**src/hw/rtl/bpd_pkg.sv**
```systemverilog
// shared types, constants and codes of the pulse beat detector
package bpd_pkg;

    localparam int LEVEL_W    = 10;
    localparam int MS_W       = 16;
    localparam int BPM_W      = 8;
    localparam int CFG_DATA_W = 16;
    localparam int CFG_IDX_W  = 2;
    localparam int FIFTH_W    = MS_W - 2;

    localparam int HISTORY_DEPTH_DEF = 10;

    localparam logic [LEVEL_W-1:0] DEFAULT_THRESHOLD_RST = 10'd530;
    localparam logic [LEVEL_W-1:0] LEVEL_SEED_RST        = 10'd512;
    localparam logic [MS_W-1:0]    MIN_GAP_RST           = 16'd250;
    localparam logic [MS_W-1:0]    TIMEOUT_RST           = 16'd2500;
    localparam logic [MS_W-1:0]    INTERVAL_RST          = 16'd600;
    localparam logic [MS_W-1:0]    MINUTE_MS             = 16'd60000;
    localparam logic [MS_W-1:0]    SINCE_MAX             = '1;
    localparam logic [BPM_W-1:0]   BPM_MAX               = '1;

    // x / 5 == (x * 52429) >> 18 for every 16-bit x
    localparam logic [MS_W-1:0] RECIP_FIFTH       = 16'd52429;
    localparam int              RECIP_FIFTH_SHIFT = 18;

    typedef enum logic [CFG_IDX_W-1:0] {
        REG_DEFAULT_THRESHOLD = 2'd0,
        REG_LEVEL_SEED        = 2'd1,
        REG_MIN_GAP           = 2'd2,
        REG_TIMEOUT           = 2'd3
    } cfg_reg_t;

    typedef enum logic [3:0] {
        S_IDLE,
        S_EVAL,
        S_COMMIT,
        S_AVG,
        S_RATE_START,
        S_RATE_WAIT,
        S_FINISH,
        S_OUT
    } state_t;

    typedef struct packed {
        logic capture;
        logic eval;
        logic commit;
        logic avg_load;
        logic div_start;
        logic finish;
        logic out_load;
    } dp_cmd_t;

    typedef struct packed {
        logic beat_rate;
        logic div_busy;
        logic div_done;
    } dp_status_t;

endpackage

```
**src/hw/rtl/bpd_div.sv**
```systemverilog
// radix-2 restoring divider, one quotient bit per cycle
module bpd_div #(
    parameter int DIV_W = 20
) (
    input  logic             clk,
    input  logic             rst_n,
    input  logic             start,
    input  logic [DIV_W-1:0] dividend,
    input  logic [DIV_W-1:0] divisor,
    output logic             busy,
    output logic             done,
    output logic [DIV_W-1:0] quotient
);

    localparam int CNT_W = $clog2(DIV_W + 1);

    logic [DIV_W-1:0] rem_reg;
    logic [DIV_W-1:0] quo_reg;
    logic [DIV_W-1:0] dvs_reg;
    logic [CNT_W-1:0] cnt_reg;
    logic             busy_reg;

    logic [DIV_W:0]   shifted;
    logic [DIV_W+1:0] trial;
    logic             fits;

    always_comb
    begin
        shifted = {rem_reg, quo_reg[DIV_W-1]};
        trial   = {1'b0, shifted} - {2'b00, dvs_reg};
        fits    = !trial[DIV_W+1];
    end

    always_ff @(posedge clk or negedge rst_n)
    begin
        if (!rst_n)
        begin
            busy_reg <= 1'b0;
            cnt_reg  <= '0;
        end
        else if (start)
        begin
            busy_reg <= 1'b1;
            cnt_reg  <= CNT_W'(DIV_W);
        end
        else if (busy_reg)
        begin
            cnt_reg <= cnt_reg - CNT_W'(1);
            if (cnt_reg == CNT_W'(1))
            begin
                busy_reg <= 1'b0;
            end
        end
    end

    always_ff @(posedge clk)
    begin
        if (start)
        begin
            rem_reg <= '0;
            quo_reg <= dividend;
            dvs_reg <= divisor;
        end
        else if (busy_reg)
        begin
            rem_reg <= fits ? trial[DIV_W-1:0] : shifted[DIV_W-1:0];
            quo_reg <= {quo_reg[DIV_W-2:0], fits};
        end
    end

    assign busy     = busy_reg;
    assign done     = busy_reg && (cnt_reg == CNT_W'(1));
    assign quotient = quo_reg;

endmodule

```
**src/hw/rtl/bpd_dpath.sv**
```systemverilog
// datapath: detector state, interval history, rate divider and result register
module bpd_dpath #(
    parameter int HISTORY_DEPTH = bpd_pkg::HISTORY_DEPTH_DEF
) (
    input  logic                                 clk,
    input  logic                                 rst_n,
    input  bpd_pkg::dp_cmd_t                     cmd,
    output bpd_pkg::dp_status_t                  sts,
    input  logic                                 cfg_write,
    input  logic [bpd_pkg::CFG_IDX_W-1:0]        cfg_index,
    input  logic [bpd_pkg::CFG_DATA_W-1:0]       cfg_data,
    input  logic [bpd_pkg::LEVEL_W-1:0]          sample_level,
    input  logic [bpd_pkg::MS_W-1:0]             elapsed_ms,
    output logic                                 pulse_active,
    output logic                                 rate_new,
    output logic [bpd_pkg::BPM_W-1:0]            beats_per_minute,
    output logic [bpd_pkg::MS_W-1:0]             interval_ms,
    output logic [bpd_pkg::LEVEL_W-1:0]          current_threshold
);

    localparam int LW    = bpd_pkg::LEVEL_W;
    localparam int MW    = bpd_pkg::MS_W;
    localparam int BW    = bpd_pkg::BPM_W;
    localparam int FW    = bpd_pkg::FIFTH_W;
    localparam int SUM_W = MW + $clog2(HISTORY_DEPTH);
    localparam int DIV_W = MW;

    // sum / HISTORY_DEPTH as (sum * ceil(2^AVG_SHIFT / depth)) >> AVG_SHIFT, exact for SUM_W bits
    localparam int         RECIP_W        = SUM_W + 1;
    localparam int         PROD_W         = SUM_W + RECIP_W;
    localparam int         AVG_SHIFT      = SUM_W + $clog2(HISTORY_DEPTH);
    localparam logic [63:0] AVG_RECIP_FULL =
        ((64'd1 << AVG_SHIFT) + 64'(HISTORY_DEPTH - 1)) / 64'(HISTORY_DEPTH);
    localparam logic [RECIP_W-1:0] AVG_RECIP = AVG_RECIP_FULL[RECIP_W-1:0];

    // configuration
    logic [LW-1:0] dflt_thr_reg;
    logic [LW-1:0] seed_reg;
    logic [MW-1:0] min_gap_reg;
    logic [MW-1:0] timeout_reg;

    // captured transaction and staged values
    logic [LW-1:0] sample_reg;
    logic [MW-1:0] elapsed_reg;
    logic [MW-1:0] since_sat_reg;
    logic [FW-1:0] fifth_reg;

    // detector state
    logic [MW-1:0] since_reg,    since_next;
    logic [MW-1:0] last_int_reg, last_int_next;
    logic [LW-1:0] peak_reg,     peak_next;
    logic [LW-1:0] trough_reg,   trough_next;
    logic [LW-1:0] thr_reg,      thr_next;
    logic [BW-1:0] rate_reg,     rate_next;
    logic          in_pulse_reg, in_pulse_next;
    logic          first_reg,    first_next;
    logic          second_reg,   second_next;
    logic          beat_rate_reg;
    logic          timeout_hit_reg;

    logic [MW-1:0]    hist_reg [HISTORY_DEPTH];
    logic [SUM_W-1:0] sum_reg;
    logic [MW-1:0]    avg_reg;

    // result register
    logic          out_pulse_reg;
    logic          out_new_reg;
    logic [BW-1:0] out_bpm_reg;
    logic [MW-1:0] out_int_reg;
    logic [LW-1:0] out_thr_reg;

    logic [MW:0]      since_sum;
    logic [MW-1:0]    since_sat;
    logic [2*MW-1:0]  fifth_prod;
    logic [MW-1:0]    refractory;
    logic             past_refr;
    logic             below;
    logic             above;
    logic [LW-1:0]    peak_trk;
    logic [LW-1:0]    trough_trk;
    logic             beat;
    logic             beat_rate;
    logic             pulse_end;
    logic             timeout_hit;
    logic [LW:0]      amp;
    logic [LW:0]      amp_adj;
    logic [LW:0]      half;
    logic [LW-1:0]    mid;
    logic [SUM_W-1:0] sum_seed;
    logic [SUM_W-1:0] sum_shift;
    logic [PROD_W-1:0] avg_prod;
    logic [DIV_W-1:0] div_dividend;
    logic [DIV_W-1:0] div_divisor;
    logic [DIV_W-1:0] div_quotient;
    logic             div_busy;
    logic             div_done;
    logic [BW-1:0]    bpm_sat;

    // eval stage: saturating time since beat and a fifth of the last interval
    always_comb
    begin
        since_sum  = {1'b0, since_reg} + {1'b0, elapsed_reg};
        since_sat  = since_sum[MW] ? bpd_pkg::SINCE_MAX : since_sum[MW-1:0];
        fifth_prod = last_int_reg * bpd_pkg::RECIP_FIFTH;
    end

    // commit stage: tracking, beat decision, pulse end and timeout
    always_comb
    begin
        refractory = {1'b0, fifth_reg, 1'b0} + {2'b00, fifth_reg};
        past_refr  = since_sat_reg > refractory;
        below      = sample_reg < thr_reg;
        above      = sample_reg > thr_reg;
        trough_trk = (below && past_refr && (sample_reg < trough_reg)) ? sample_reg : trough_reg;
        peak_trk   = (above && (sample_reg > peak_reg)) ? sample_reg : peak_reg;
        beat       = (since_sat_reg > min_gap_reg) && above && !in_pulse_reg && past_refr;
        beat_rate  = beat && !first_reg;
        pulse_end  = below && in_pulse_reg;
        // the arming beat ends the step before the timeout check
        timeout_hit = (since_sat_reg > timeout_reg) && !(beat && first_reg);

        // midpoint, halving truncated toward zero
        amp     = {1'b0, peak_trk} - {1'b0, trough_trk};
        amp_adj = amp + (LW + 1)'(amp[LW]);
        half    = {amp_adj[LW], amp_adj[LW:1]};
        mid     = trough_trk + half[LW-1:0];

        sum_seed  = SUM_W'(since_sat_reg) * SUM_W'(HISTORY_DEPTH);
        sum_shift = sum_reg - SUM_W'(hist_reg[0]) + SUM_W'(since_sat_reg);
    end

    assign avg_prod = PROD_W'(sum_reg) * PROD_W'(AVG_RECIP);

    assign bpm_sat = (|div_quotient[DIV_W-1:BW]) ? bpd_pkg::BPM_MAX : div_quotient[BW-1:0];

    always_comb
    begin
        since_next    = since_reg;
        last_int_next = last_int_reg;
        peak_next     = peak_reg;
        trough_next   = trough_reg;
        thr_next      = thr_reg;
        rate_next     = rate_reg;
        in_pulse_next = in_pulse_reg;
        first_next    = first_reg;
        second_next   = second_reg;

        if (cmd.commit)
        begin
            since_next  = since_sat_reg;
            peak_next   = peak_trk;
            trough_next = trough_trk;
            if (beat)
            begin
                in_pulse_next = 1'b1;
                last_int_next = since_sat_reg;
                since_next    = '0;
                if (second_reg)
                begin
                    second_next = 1'b0;
                end
                if (first_reg)
                begin
                    first_next  = 1'b0;
                    second_next = 1'b1;
                end
            end
            if (pulse_end)
            begin
                in_pulse_next = 1'b0;
                thr_next      = mid;
                peak_next     = mid;
                trough_next   = mid;
            end
            if (timeout_hit)
            begin
                thr_next    = dflt_thr_reg;
                peak_next   = seed_reg;
                trough_next = seed_reg;
                since_next  = '0;
                first_next  = 1'b1;
                second_next = 1'b0;
            end
        end

        if (cmd.finish)
        begin
            if (timeout_hit_reg)
            begin
                rate_next = '0;
            end
            else if (beat_rate_reg)
            begin
                rate_next = bpm_sat;
            end
        end
    end

    always_ff @(posedge clk or negedge rst_n)
    begin
        if (!rst_n)
        begin
            dflt_thr_reg    <= bpd_pkg::DEFAULT_THRESHOLD_RST;
            seed_reg        <= bpd_pkg::LEVEL_SEED_RST;
            min_gap_reg     <= bpd_pkg::MIN_GAP_RST;
            timeout_reg     <= bpd_pkg::TIMEOUT_RST;
            since_reg       <= '0;
            last_int_reg    <= bpd_pkg::INTERVAL_RST;
            peak_reg        <= bpd_pkg::LEVEL_SEED_RST;
            trough_reg      <= bpd_pkg::LEVEL_SEED_RST;
            thr_reg         <= bpd_pkg::DEFAULT_THRESHOLD_RST;
            rate_reg        <= '0;
            in_pulse_reg    <= 1'b0;
            first_reg       <= 1'b1;
            second_reg      <= 1'b0;
            beat_rate_reg   <= 1'b0;
            timeout_hit_reg <= 1'b0;
        end
        else
        begin
            if (cfg_write)
            begin
                unique case (bpd_pkg::cfg_reg_t'(cfg_index))
                    bpd_pkg::REG_DEFAULT_THRESHOLD: dflt_thr_reg <= cfg_data[LW-1:0];
                    bpd_pkg::REG_LEVEL_SEED:        seed_reg     <= cfg_data[LW-1:0];
                    bpd_pkg::REG_MIN_GAP:           min_gap_reg  <= cfg_data[MW-1:0];
                    bpd_pkg::REG_TIMEOUT:           timeout_reg  <= cfg_data[MW-1:0];
                endcase
            end
            since_reg    <= since_next;
            last_int_reg <= last_int_next;
            peak_reg     <= peak_next;
            trough_reg   <= trough_next;
            thr_reg      <= thr_next;
            rate_reg     <= rate_next;
            in_pulse_reg <= in_pulse_next;
            first_reg    <= first_next;
            second_reg   <= second_next;
            if (cmd.commit)
            begin
                beat_rate_reg   <= beat_rate;
                timeout_hit_reg <= timeout_hit;
            end
        end
    end

    always_ff @(posedge clk)
    begin
        if (cmd.capture)
        begin
            sample_reg  <= sample_level;
            elapsed_reg <= elapsed_ms;
        end
        if (cmd.eval)
        begin
            since_sat_reg <= since_sat;
            fifth_reg     <= fifth_prod[bpd_pkg::RECIP_FIFTH_SHIFT +: FW];
        end
        // second beat seeds every entry, later beats shift in the newest
        if (cmd.commit && beat_rate)
        begin
            for (int i = 0; i < HISTORY_DEPTH - 1; i++)
            begin
                hist_reg[i] <= second_reg ? since_sat_reg : hist_reg[i+1];
            end
            hist_reg[HISTORY_DEPTH-1] <= since_sat_reg;
            sum_reg <= second_reg ? sum_seed : sum_shift;
        end
        if (cmd.avg_load)
        begin
            avg_reg <= avg_prod[AVG_SHIFT +: MW];
        end
        if (cmd.out_load)
        begin
            out_pulse_reg <= in_pulse_reg;
            out_new_reg   <= beat_rate_reg;
            out_bpm_reg   <= rate_reg;
            out_int_reg   <= last_int_reg;
            out_thr_reg   <= thr_reg;
        end
    end

    // average from the reciprocal multiply, then the minute divided by the average
    assign div_dividend = bpd_pkg::MINUTE_MS;
    assign div_divisor  = avg_reg;

    bpd_div #(
        .DIV_W (DIV_W)
    ) u_div (
        .clk      (clk),
        .rst_n    (rst_n),
        .start    (cmd.div_start),
        .dividend (div_dividend),
        .divisor  (div_divisor),
        .busy     (div_busy),
        .done     (div_done),
        .quotient (div_quotient)
    );

    assign sts.beat_rate = beat_rate;
    assign sts.div_busy  = div_busy;
    assign sts.div_done  = div_done;

    assign pulse_active      = out_pulse_reg;
    assign rate_new          = out_new_reg;
    assign beats_per_minute  = out_bpm_reg;
    assign interval_ms       = out_int_reg;
    assign current_threshold = out_thr_reg;

endmodule

```
**src/hw/rtl/bpd_ctrl.sv**
```systemverilog
// controller: step sequencer and result handshake
module bpd_ctrl (
    input  logic                clk,
    input  logic                rst_n,
    input  logic                in_valid,
    output logic                in_stall,
    output logic                out_valid,
    input  logic                out_stall,
    output bpd_pkg::dp_cmd_t    cmd,
    input  bpd_pkg::dp_status_t sts
);

    bpd_pkg::state_t state_reg, state_next;
    logic            out_valid_reg, out_valid_next;
    logic            out_free;

    assign out_free = !out_valid_reg || !out_stall;

    always_comb
    begin
        state_next = state_reg;
        unique case (state_reg)
            bpd_pkg::S_IDLE:       if (in_valid) state_next = bpd_pkg::S_EVAL;
            bpd_pkg::S_EVAL:       state_next = bpd_pkg::S_COMMIT;
            bpd_pkg::S_COMMIT:     state_next = sts.beat_rate ? bpd_pkg::S_AVG
                                                              : bpd_pkg::S_FINISH;
            bpd_pkg::S_AVG:        state_next = bpd_pkg::S_RATE_START;
            bpd_pkg::S_RATE_START: state_next = bpd_pkg::S_RATE_WAIT;
            bpd_pkg::S_RATE_WAIT:  if (sts.div_done) state_next = bpd_pkg::S_FINISH;
            bpd_pkg::S_FINISH:     state_next = bpd_pkg::S_OUT;
            bpd_pkg::S_OUT:        if (out_free) state_next = bpd_pkg::S_IDLE;
            default:               state_next = bpd_pkg::S_IDLE;
        endcase
    end

    always_comb
    begin
        in_stall      = (state_reg != bpd_pkg::S_IDLE);
        cmd.capture   = (state_reg == bpd_pkg::S_IDLE) && in_valid;
        cmd.eval      = (state_reg == bpd_pkg::S_EVAL);
        cmd.commit    = (state_reg == bpd_pkg::S_COMMIT);
        cmd.avg_load  = (state_reg == bpd_pkg::S_AVG);
        cmd.div_start = (state_reg == bpd_pkg::S_RATE_START);
        cmd.finish    = (state_reg == bpd_pkg::S_FINISH);
        cmd.out_load  = (state_reg == bpd_pkg::S_OUT) && out_free;
    end

    always_comb
    begin
        out_valid_next = out_valid_reg;
        if (cmd.out_load)
        begin
            out_valid_next = 1'b1;
        end
        else if (!out_stall)
        begin
            out_valid_next = 1'b0;
        end
    end

    always_ff @(posedge clk or negedge rst_n)
    begin
        if (!rst_n)
        begin
            state_reg     <= bpd_pkg::S_IDLE;
            out_valid_reg <= 1'b0;
        end
        else
        begin
            state_reg     <= state_next;
            out_valid_reg <= out_valid_next;
        end
    end

    assign out_valid = out_valid_reg;

    a_accept_starts_step: assert property (@(posedge clk) disable iff (!rst_n)
        in_valid && !in_stall |=> state_reg == bpd_pkg::S_EVAL)
        else $error("accepted transaction did not start evaluation");

    a_result_loaded: assert property (@(posedge clk) disable iff (!rst_n)
        state_reg == bpd_pkg::S_OUT && out_free |=> out_valid_reg
                                                  && state_reg == bpd_pkg::S_IDLE)
        else $error("result not presented when the output slot was free");

    a_div_launched: assert property (@(posedge clk) disable iff (!rst_n)
        state_reg == bpd_pkg::S_RATE_START |=> sts.div_busy)
        else $error("divider did not start");

    a_wait_on_busy: assert property (@(posedge clk) disable iff (!rst_n)
        state_reg == bpd_pkg::S_RATE_WAIT |-> sts.div_busy)
        else $error("waiting on an idle divider");

endmodule

```
**src/hw/rtl/pulse_beat_detector_unit.sv**
```systemverilog
// top level of the pulse beat detector: sequencer, datapath and ports
// transactions are handled one at a time; the next is accepted only once the result has
//   been loaded, so a finished result that waits on a stalled output holds the input
// reset: thresholds, seeds and timing registers return to defaults, detector rearms
module pulse_beat_detector_unit #(
    parameter int HISTORY_DEPTH = bpd_pkg::HISTORY_DEPTH_DEF
) (
    input  logic                              clk,
    input  logic                              rst_n,

    // input channel: one sensor sample per transaction
    input  logic                              in_valid,
    output logic                              in_stall,
    input  logic [bpd_pkg::LEVEL_W-1:0]       sample_level,
    input  logic [bpd_pkg::MS_W-1:0]          elapsed_ms,

    // output channel: one result per sample
    output logic                              out_valid,
    input  logic                              out_stall,
    output logic                              pulse_active,
    output logic                              rate_new,
    output logic [bpd_pkg::BPM_W-1:0]         beats_per_minute,
    output logic [bpd_pkg::MS_W-1:0]          interval_ms,
    output logic [bpd_pkg::LEVEL_W-1:0]       current_threshold,

    // configuration write port; the user must write it only while idle, the block does not enforce it
    input  logic                              cfg_write,
    input  logic [bpd_pkg::CFG_IDX_W-1:0]     cfg_index,
    input  logic [bpd_pkg::CFG_DATA_W-1:0]    cfg_data
);

    // the interval history holds nothing until the second beat seeds it

    // command and status between sequencer and datapath
    bpd_pkg::dp_cmd_t    cmd;
    bpd_pkg::dp_status_t sts;

    // sequencer: accepts a transaction only in idle, walks eval, commit,
    // the average and the rate division when a beat updates the rate, finish,
    // then loads the result register once it is free; a waiting result
    // blocks the next sample from being taken
    bpd_ctrl u_ctrl (
        .clk       (clk),
        .rst_n     (rst_n),
        .in_valid  (in_valid),
        .in_stall  (in_stall),
        .out_valid (out_valid),
        .out_stall (out_stall),
        .cmd       (cmd),
        .sts       (sts)
    );

    // datapath: saturating beat timer, refractory from a reciprocal
    // multiply, peak and trough tracking, running interval sum, the average
    // from a reciprocal multiply and the divider that forms the rate
    bpd_dpath #(
        .HISTORY_DEPTH (HISTORY_DEPTH)
    ) u_dpath (
        .clk               (clk),
        .rst_n             (rst_n),
        .cmd               (cmd),
        .sts               (sts),
        .cfg_write         (cfg_write),
        .cfg_index         (cfg_index),
        .cfg_data          (cfg_data),
        .sample_level      (sample_level),
        .elapsed_ms        (elapsed_ms),
        .pulse_active      (pulse_active),
        .rate_new          (rate_new),
        .beats_per_minute  (beats_per_minute),
        .interval_ms       (interval_ms),
        .current_threshold (current_threshold)
    );

endmodule
```
**config.mk**
```make
export PLATFORM = sky130hd
export DESIGN_NAME = pulse_beat_detector_unit
export DESIGN_NICKNAME = d
export VERILOG_FILES = /design/src/hw/rtl/bpd_pkg.sv /design/src/hw/rtl/bpd_div.sv /design/src/hw/rtl/bpd_dpath.sv /design/src/hw/rtl/bpd_ctrl.sv /design/src/hw/rtl/pulse_beat_detector_unit.sv
export SDC_FILE = /design/constraint.sdc
export NUM_CORES = 2
export LEC_CHECK = 0
export BUFFER_PORTS_ARGS = -buffer_cell sky130_fd_sc_hd__buf_2
export CORE_MARGIN = 2
export CORE_UTILIZATION = 40
export CTS_BUF_LIST = sky130_fd_sc_hd__clkbuf_4 sky130_fd_sc_hd__clkbuf_8 sky130_fd_sc_hd__clkbuf_16
export CTS_CLUSTER_DIAMETER = 200
export DETAILED_ROUTE_END_ITERATION = 10
export MAX_ROUTING_LAYER = met4
export PLACE_DENSITY_LB_ADDON = 0.25
export RECOVER_POWER = 50
export SYNTH_ARGS = -nofsm -noshare
export SYNTH_HDL_FRONTEND = slang
export SYNTH_SLANG_ARGS = --single-unit
```
**constraint.sdc**
```tcl
create_clock -name clk -period 14.65 [get_ports clk]
set_input_delay 2.1975 -clock clk [delete_from_list [all_inputs] [get_ports clk]]
set_output_delay 2.1975 -clock clk [all_outputs]
set_load 0.01 [all_outputs]
```
======== Yosys cells after proc, flatten, opt, wreduce, memory -nomap -nowiden ========
Memories as Yosys holds them, arrays and structs flattened.
Index checks and enable logic that the tools add are counted.
storage, ports and cells
  bits in registers ....................... 314
  bits of input ports ..................... 49
  memory bits (writable) .................. 160
  memories kept ........................... 1
  logic and storage cells ................. 154
  output and inout bits ................... 38
cells by class
  multipliers ............................. 3
  $lt $le $gt $ge ......................... 7
  reduce and logical (&&, ||, !) cells .... 40
  eq/ne operators ......................... 15
  multiplexer cells ....................... 45
  $add $sub $neg .......................... 9
memories
  memory            depth  bits a word  rd ports  clocked after Yosys merged registers in  write ports  RTL line         source
  u_dpath.hist_reg  10     16           10        0                                        10           bpd_dpath.sv:61  logic [MW-1:0] hist_reg [HISTORY_DEPTH];
operator list
  cell                                                 count
  two-way mux 16 bit                                   12
  two-way mux 10 bit                                   8
  greater-than comparator 16 bit                       3
  multiplier 20 x 20 -> 39 bit, second input constant  1
  multiplier 16 x 16 -> 32 bit, second input constant  1
  case mux 4 bit (8 select lines)                      1
  two-way mux 8 bit                                    3
  adder 20 x 16 -> 20 bit                              1
  greater-than comparator 10 bit                       2
  < comparator 10 bit                                  2
  two-way mux 20 bit                                   1
  subtractor 20 x 16 -> 20 bit                         1
  multiplier 16 x 3 -> 19 bit, second input constant   1
  AND reduction 2 bit                                  9
  subtractor 17 x 16 -> 18 bit                         1
  adder 16 x 16 -> 17 bit                              1
  adder 15 x 14 -> 16 bit                              1
  == test 4 x 3 -> 1 bit, second input constant        4
  logical AND 1 bit                                    14
  two-way mux 1 bit                                    14
  two-way mux 4 bit                                    3
  adder 11 x 1 -> 11 bit                               1
  subtractor 10 x 10 -> 11 bit                         1
  adder 10 bit                                         1
  18 further kinds                                     32

======== Logic depth before layout (Yosys ltp) ========
  depth in word-level cells ............... 10
  mapped depth ............................ 47
  depth with buffers taken out ............ 46

======== By module ========
A second synthesis with hierarchy kept.
unflattened totals
  cell total of the unflattened synthesis .. 3289
  area, all modules ....................... 35825.6 µm²
by module, submodules not included
  module     cells each  area an instance (µm²)  sequential area each (µm²)  instances
  bpd_dpath  2990        32598.8                 11857.6                     1
  bpd_div    267         2969.1                  1431.4                      1
  bpd_ctrl   32          257.7                   100.1                       1

======== Worst setup path before layout ========
Ideal clock, no wire load.
  path kind ............................... register to register
  from .................................... register u_dpath.fifth_reg[1]
  to ...................................... register u_ctrl.state_reg[0]
  setup time .............................. 100 ps
  slack ................................... 5728 ps
  path buffers ............................ 0
  arrival ................................. 8822 ps
  data required time ...................... 14550 ps
  clock period less this slack ............ 8922 ps
  stages on the path, launching flop included .. 26
  cells stage by stage .................... edfxtp_1 -> ha_1 -> fa_1 -> a21oi_1 -> nor2_1 -> nor2_1 -> o21bai_1 -> a21oi_1 -> nor2b_1 -> o21a_1 -> o21ai_0 -> nand2b_1 -> a21oi_1 -> o21bai_1 -> a21o_1 -> xor2_1 -> ha_1 -> nand4_1 -> nor4_2 -> a21boi_1 -> o31a_1 -> nand2_1 -> a21oi_1 -> and3_1 -> a2111oi_0 -> a21oi_1
on the way
  cells in the longest elaborated chain, start to end .. 6
RTL lines
  item                             RTL line          source
  start: declaration               bpd_dpath.sv:46   logic [FW-1:0] fifth_reg;
  start signal: assignment         bpd_dpath.sv:257  fifth_reg <= fifth_prod[bpd_pkg::RECIP_FIFTH_SHIFT +: FW];
  adder 15 x 14 -> 16 bit          bpd_dpath.sv:110  refractory = {1'b0, fifth_reg, 1'b0} + {2'b00, fifth_reg};
  greater-than comparator 16 bit   bpd_dpath.sv:111  past_refr = since_sat_reg > refractory;
  logical AND 1 bit                bpd_dpath.sv:116  beat = (since_sat_reg > min_gap_reg) && above && !in_pulse_reg && past_refr;
  logical AND 1 bit                bpd_dpath.sv:117  beat_rate = beat && !first_reg;
  two-way mux 3 bit                bpd_ctrl.sv:25    bpd_pkg::S_COMMIT: state_next = sts.beat_rate ? bpd_pkg::S_AVG
  case mux 4 bit (8 select lines)  bpd_ctrl.sv:22    unique case (state_reg)
  end signal: assignment           bpd_ctrl.sv:65    state_reg <= bpd_pkg::S_IDLE;
  end signal: assignment           bpd_ctrl.sv:70    state_reg <= state_next;
  end: declaration                 bpd_ctrl.sv:13    bpd_pkg::state_t state_reg, state_next;
No other way between the ends.
A chain may end at the register's enable or synchronous reset.

======== Final worst setup path ========
  from .................................... register u_dpath.fifth_reg[1]
  to ...................................... register u_dpath.thr_reg[7]
on the way
  cells in the longest elaborated chain, start to end .. 10
  elaborated cells on any way between the ends .. 16
  classes of those cells .................. add/sub: 4; order compare: 1; mux: 3; reduce/logical: 8
RTL lines
  item                                RTL line          source
  adder 15 x 14 -> 16 bit (*)         bpd_dpath.sv:110
  greater-than comparator 16 bit (*)  bpd_dpath.sv:111
  logical AND 1 bit (2 in series)     bpd_dpath.sv:114  trough_trk = (below && past_refr && (sample_reg < trough_reg)) ? sample_reg : trough_reg;
  two-way mux 10 bit                  bpd_dpath.sv:114
  subtractor 10 x 10 -> 11 bit        bpd_dpath.sv:123  amp = {1'b0, peak_trk} - {1'b0, trough_trk};
  adder 11 x 1 -> 11 bit              bpd_dpath.sv:124  amp_adj = amp + (LW + 1)'(amp[LW]);
  adder 10 bit                        bpd_dpath.sv:126  mid = trough_trk + half[LW-1:0];
  two-way mux 10 bit                  bpd_dpath.sv:168  if (pulse_end)
  two-way mux 10 bit                  bpd_dpath.sv:175  if (timeout_hit)
  end signal: assignment              bpd_dpath.sv:211  thr_reg <= bpd_pkg::DEFAULT_THRESHOLD_RST;
  end signal: assignment              bpd_dpath.sv:234  thr_reg <= thr_next;
  end: declaration                    bpd_dpath.sv:53   logic [LW-1:0] thr_reg, thr_next;
Every way passes the cells marked *; elsewhere a longest branch is shown, timed or not. The select of a mux whose other input is x is not followed.

==> run_results.csv <==
group,metric,value,unit
synth,synth_compound_area_share,10.5,%
worst_setup_path,critPathKind,"reg -> reg",
synth,synth_area_per_cell,10.8,um2
placement,gp_congestion,0.920,
synth,synthXorXnorAreaFrac,2.84,%
drt,ant_nets,0,
timing,skew,0.0173,ns
worst_setup_path,critical-path-max-stage-delay,0.70,ns
clock_network,post_cts_buffers,0,
timing,setup_viol,0,
layout,seq_area,13200,um2
run,cap_violations,6,
synth,synth-simple-area-share,5.65,%
worst_setup_path,critPathLaunchType,"register",
drt,via_per_inst,4.98,
drt,vias,22979,
die,die_y,302,um
drt,drt-total-wl,79900,um
clock_network,cts_tree,"built",
worst_setup_path,crit_required,15.14,ns
timing,timing.final.crit_period,9.87,ns
worst_setup_path,slowest_stage,"nand4b_1",
synth,ys.flop_type,"edfxtp_1",
drt,drtIter0Drc,1363,
placement,io_buffers,86,
worst_setup_path,startpoint,"u_dpath.fifth_reg[1]",
layout,fillers,8340,
grt,grt_max_degree,94,
layout,multi_input_area,19400,um2
timing,setup_ws,4.78,ns
layout,area_delta_synth_final,10.3,%
synth,synth_top_family_by_area,"adder cells",
synth,yosys.cell_count.top_type,"inv_1",
synth,synth_fa_ha_area_share,32.0,%
clock_network,numCtsBuffers,54,
synth,synth.yosys.seq_area_share,37.2,%
synth,yosysWarnings,0,
grt,grt_overflow,0,
timing,finalMaxSlewViolations,348,
grt,grt_pass1_vias,23271,
worst_setup_path,path_buf_inv,2,
synth,netlist_top_cells_area,"edfxtp_1 (26%), ha_1 (18%), fa_1 (14%)",
synth,synth-seq-cells,473,
clock_network,htreeDepth,2,
timing,rsz0062_at_grt,"false",
status,outcome,"finished, violations left",
worst_setup_path,r2r_start,"u_dpath.fifth_reg[1]",
clock_network,cts_resized,0,
die,num_rows,109,
timing,setup-tns-final,0,ns
clock_network,hold_buffers,0,
synth,muxShareOfSynthArea,3.54,%
grt,grt_pass1_wl,129000,um
synth,syn-cell-area,35600,um2
timing,relSlewSlack,-158,%
die,initial_core_util,40.3,%
layout,nets,4219,
drt,drc,0,
die,pin_count,87,
synth,synth-edff-count,304,
hold_path,hold_path_class,"reg -> reg",
hold_path,hold_start,"u_dpath.avg_reg[6]",
clock_network,clk_path_buf_depth,3,
drt,first_pass_iters,5,
layout,drive_gt1_share,8.78,%
layout,largest_reg_flops,160,
synth,synth-async-reset-ratio,29.0,%
synth,syn-num-nets,4107,
synth,ys_types,83,
placement,post-dp-hpwl,60900,um
synth,synth_top_cell_by_area,"edfxtp_1",
status,violations,"max-capacitance violations, max-slew violations",
timing,hold_violations,0,
timing,max_slew.worst_pin.slew,3.87,ns
placement,dp_slack,4.86,ns
clock_network,cts_root_buf,"clkbuf_16",
clock_network,clk_pin_slew_worst_paths,0.06,ns
clock_network,clock_sinks,473,
worst_setup_path,critPathMaxFanout,12,
die,die_w,302,um
synth,synth_top_area_share,25.6,%
die,core-area,88200,um2
die,die-area,91400,um2
worst_setup_path,crit_family,"compound AO/OA/AOI/OAI gates",
synth,syn_inst,3296,
worst_setup_path,cp-end-kind,"register",
worst_setup_path,cp_common_cell,"a21oi_1",
drt,post_drt_wl_per_cell,17.3,um
synth,synth_commonest_cells,"inv_1 (729), ha_1 (520), edfxtp_1 (304)",
timing,period_share,67.3,%
grt,track_usage,18.5,%
clock_network,clkLatencyLatePin,0.60,ns
grt,antenna_found_initial,3,
worst_setup_path,crit_arrival,10.35,ns
timing,max_freq,101,MHz
per-stage QoR:
stage	utilization [%]	hold WS, ns	cell area (um2)	instances
2_1_floorplan	-	0.400	35600	3296
3_3_place_gp	42.5	0.403	37500	4517
3_5_place_dp	42.5	0.405	37500	4517
4_1_cts	44.6	0.416	39400	4616
5_1_grt	44.5	0.418	39300	4618
6_report	44.5	0.414	39300	4618
routing by layer:
metal / share of wire, % / vias up / global-route usage [%]
met5: 0 / - / -
li1: - / 11325 / -
met3: 3.4 / 100 / 2.44
met4: 2.2 / 0 / 4.44
met1: 48 / 11247 / 25.4
met2: 46 / 307 / 29.2
worst reg2reg max path, delay by kind of cell (launching register included):
kind | cells | cell delay [ns]
flip-flops | 1 | 0.44
buffers and inverters | 2 | 0.11
XOR/XNOR | 3 | 0.66
AO/OA/AOI/OAI | 20 | 4.39
AND/OR/NAND/NOR | 12 | 2.12
adder cells (fa/ha/maj) | 7 | 2.02
area by class of cell:
class                   instances  area share [%]
well taps                    1165            3.71
multi-input cells            2033            49.5
repair buffers                116            1.47
flip-flops and latches        473            33.7
inverters                     730            6.98
clock buffers                  76            4.05
clock inverters                23           0.599
diodes                          2          0.0127
worst paths after layout:
check                                           end  slack, ns  depth (start not counted)
max                              u_dpath.thr_reg[7]       4.78                         44
min in group asynchronous       u_dpath.rate_reg[1]       2.91                          1
min reg2reg                u_dpath.u_div.dvs_reg[6]       0.41                          0
max in group asynchronous      u_dpath.since_reg[9]       9.21                          2
max reg2reg                      u_dpath.thr_reg[7]       4.78                         44
min                        u_dpath.u_div.dvs_reg[6]       0.41                          0
kinds of logic after synthesis:
| kind of cell | after synthesis |
|---|---|
| simple gates | 431 |
| xor+xnor | 112 |
| buf+inv | 790 |
| fa+ha+maj | 765 |
| flops | 473 |
| compound gates | 609 |
| mux | 116 |
cells in the final DEF (no fill, tap or decap), drive strengths merged, types with 5 or more instances in the layout:
master   Yosys  final
nand4       16     16
xor2        27     27
a21oi      124    124
a211o        6      6
or3          7      7
o211ai      11     11
mux2        73     73
dfxtp       32     32
o22ai        8      8
nor2b       20     20
nor2       105    105
o31ai       17     17
nor3        24     24
clkinv       1     16
a2111oi      7      7
a22o        19     19
mux2i       43     43
clkbuf      52    103
nand3b       5      5
edfxtp     304    304
o21bai      18     18
fa         242    242
nand2b      13     13
a211oi      13     13
o21a        18     18
nor4         9      9
dfstp       25     25
ha         520    520
a21o        47     47
and3        18     18
dfrtp      112    112
nand2      158    158
a31oi       10     10
nand3       41     41
and2         5      5
a21boi      18     18
o21ai      256    256
buf          8     89
xnor2       84     84
inv        729    731
Power is not shown: default switching activity piles up to over one toggle a cycle in this logic, so the estimate is an artifact.
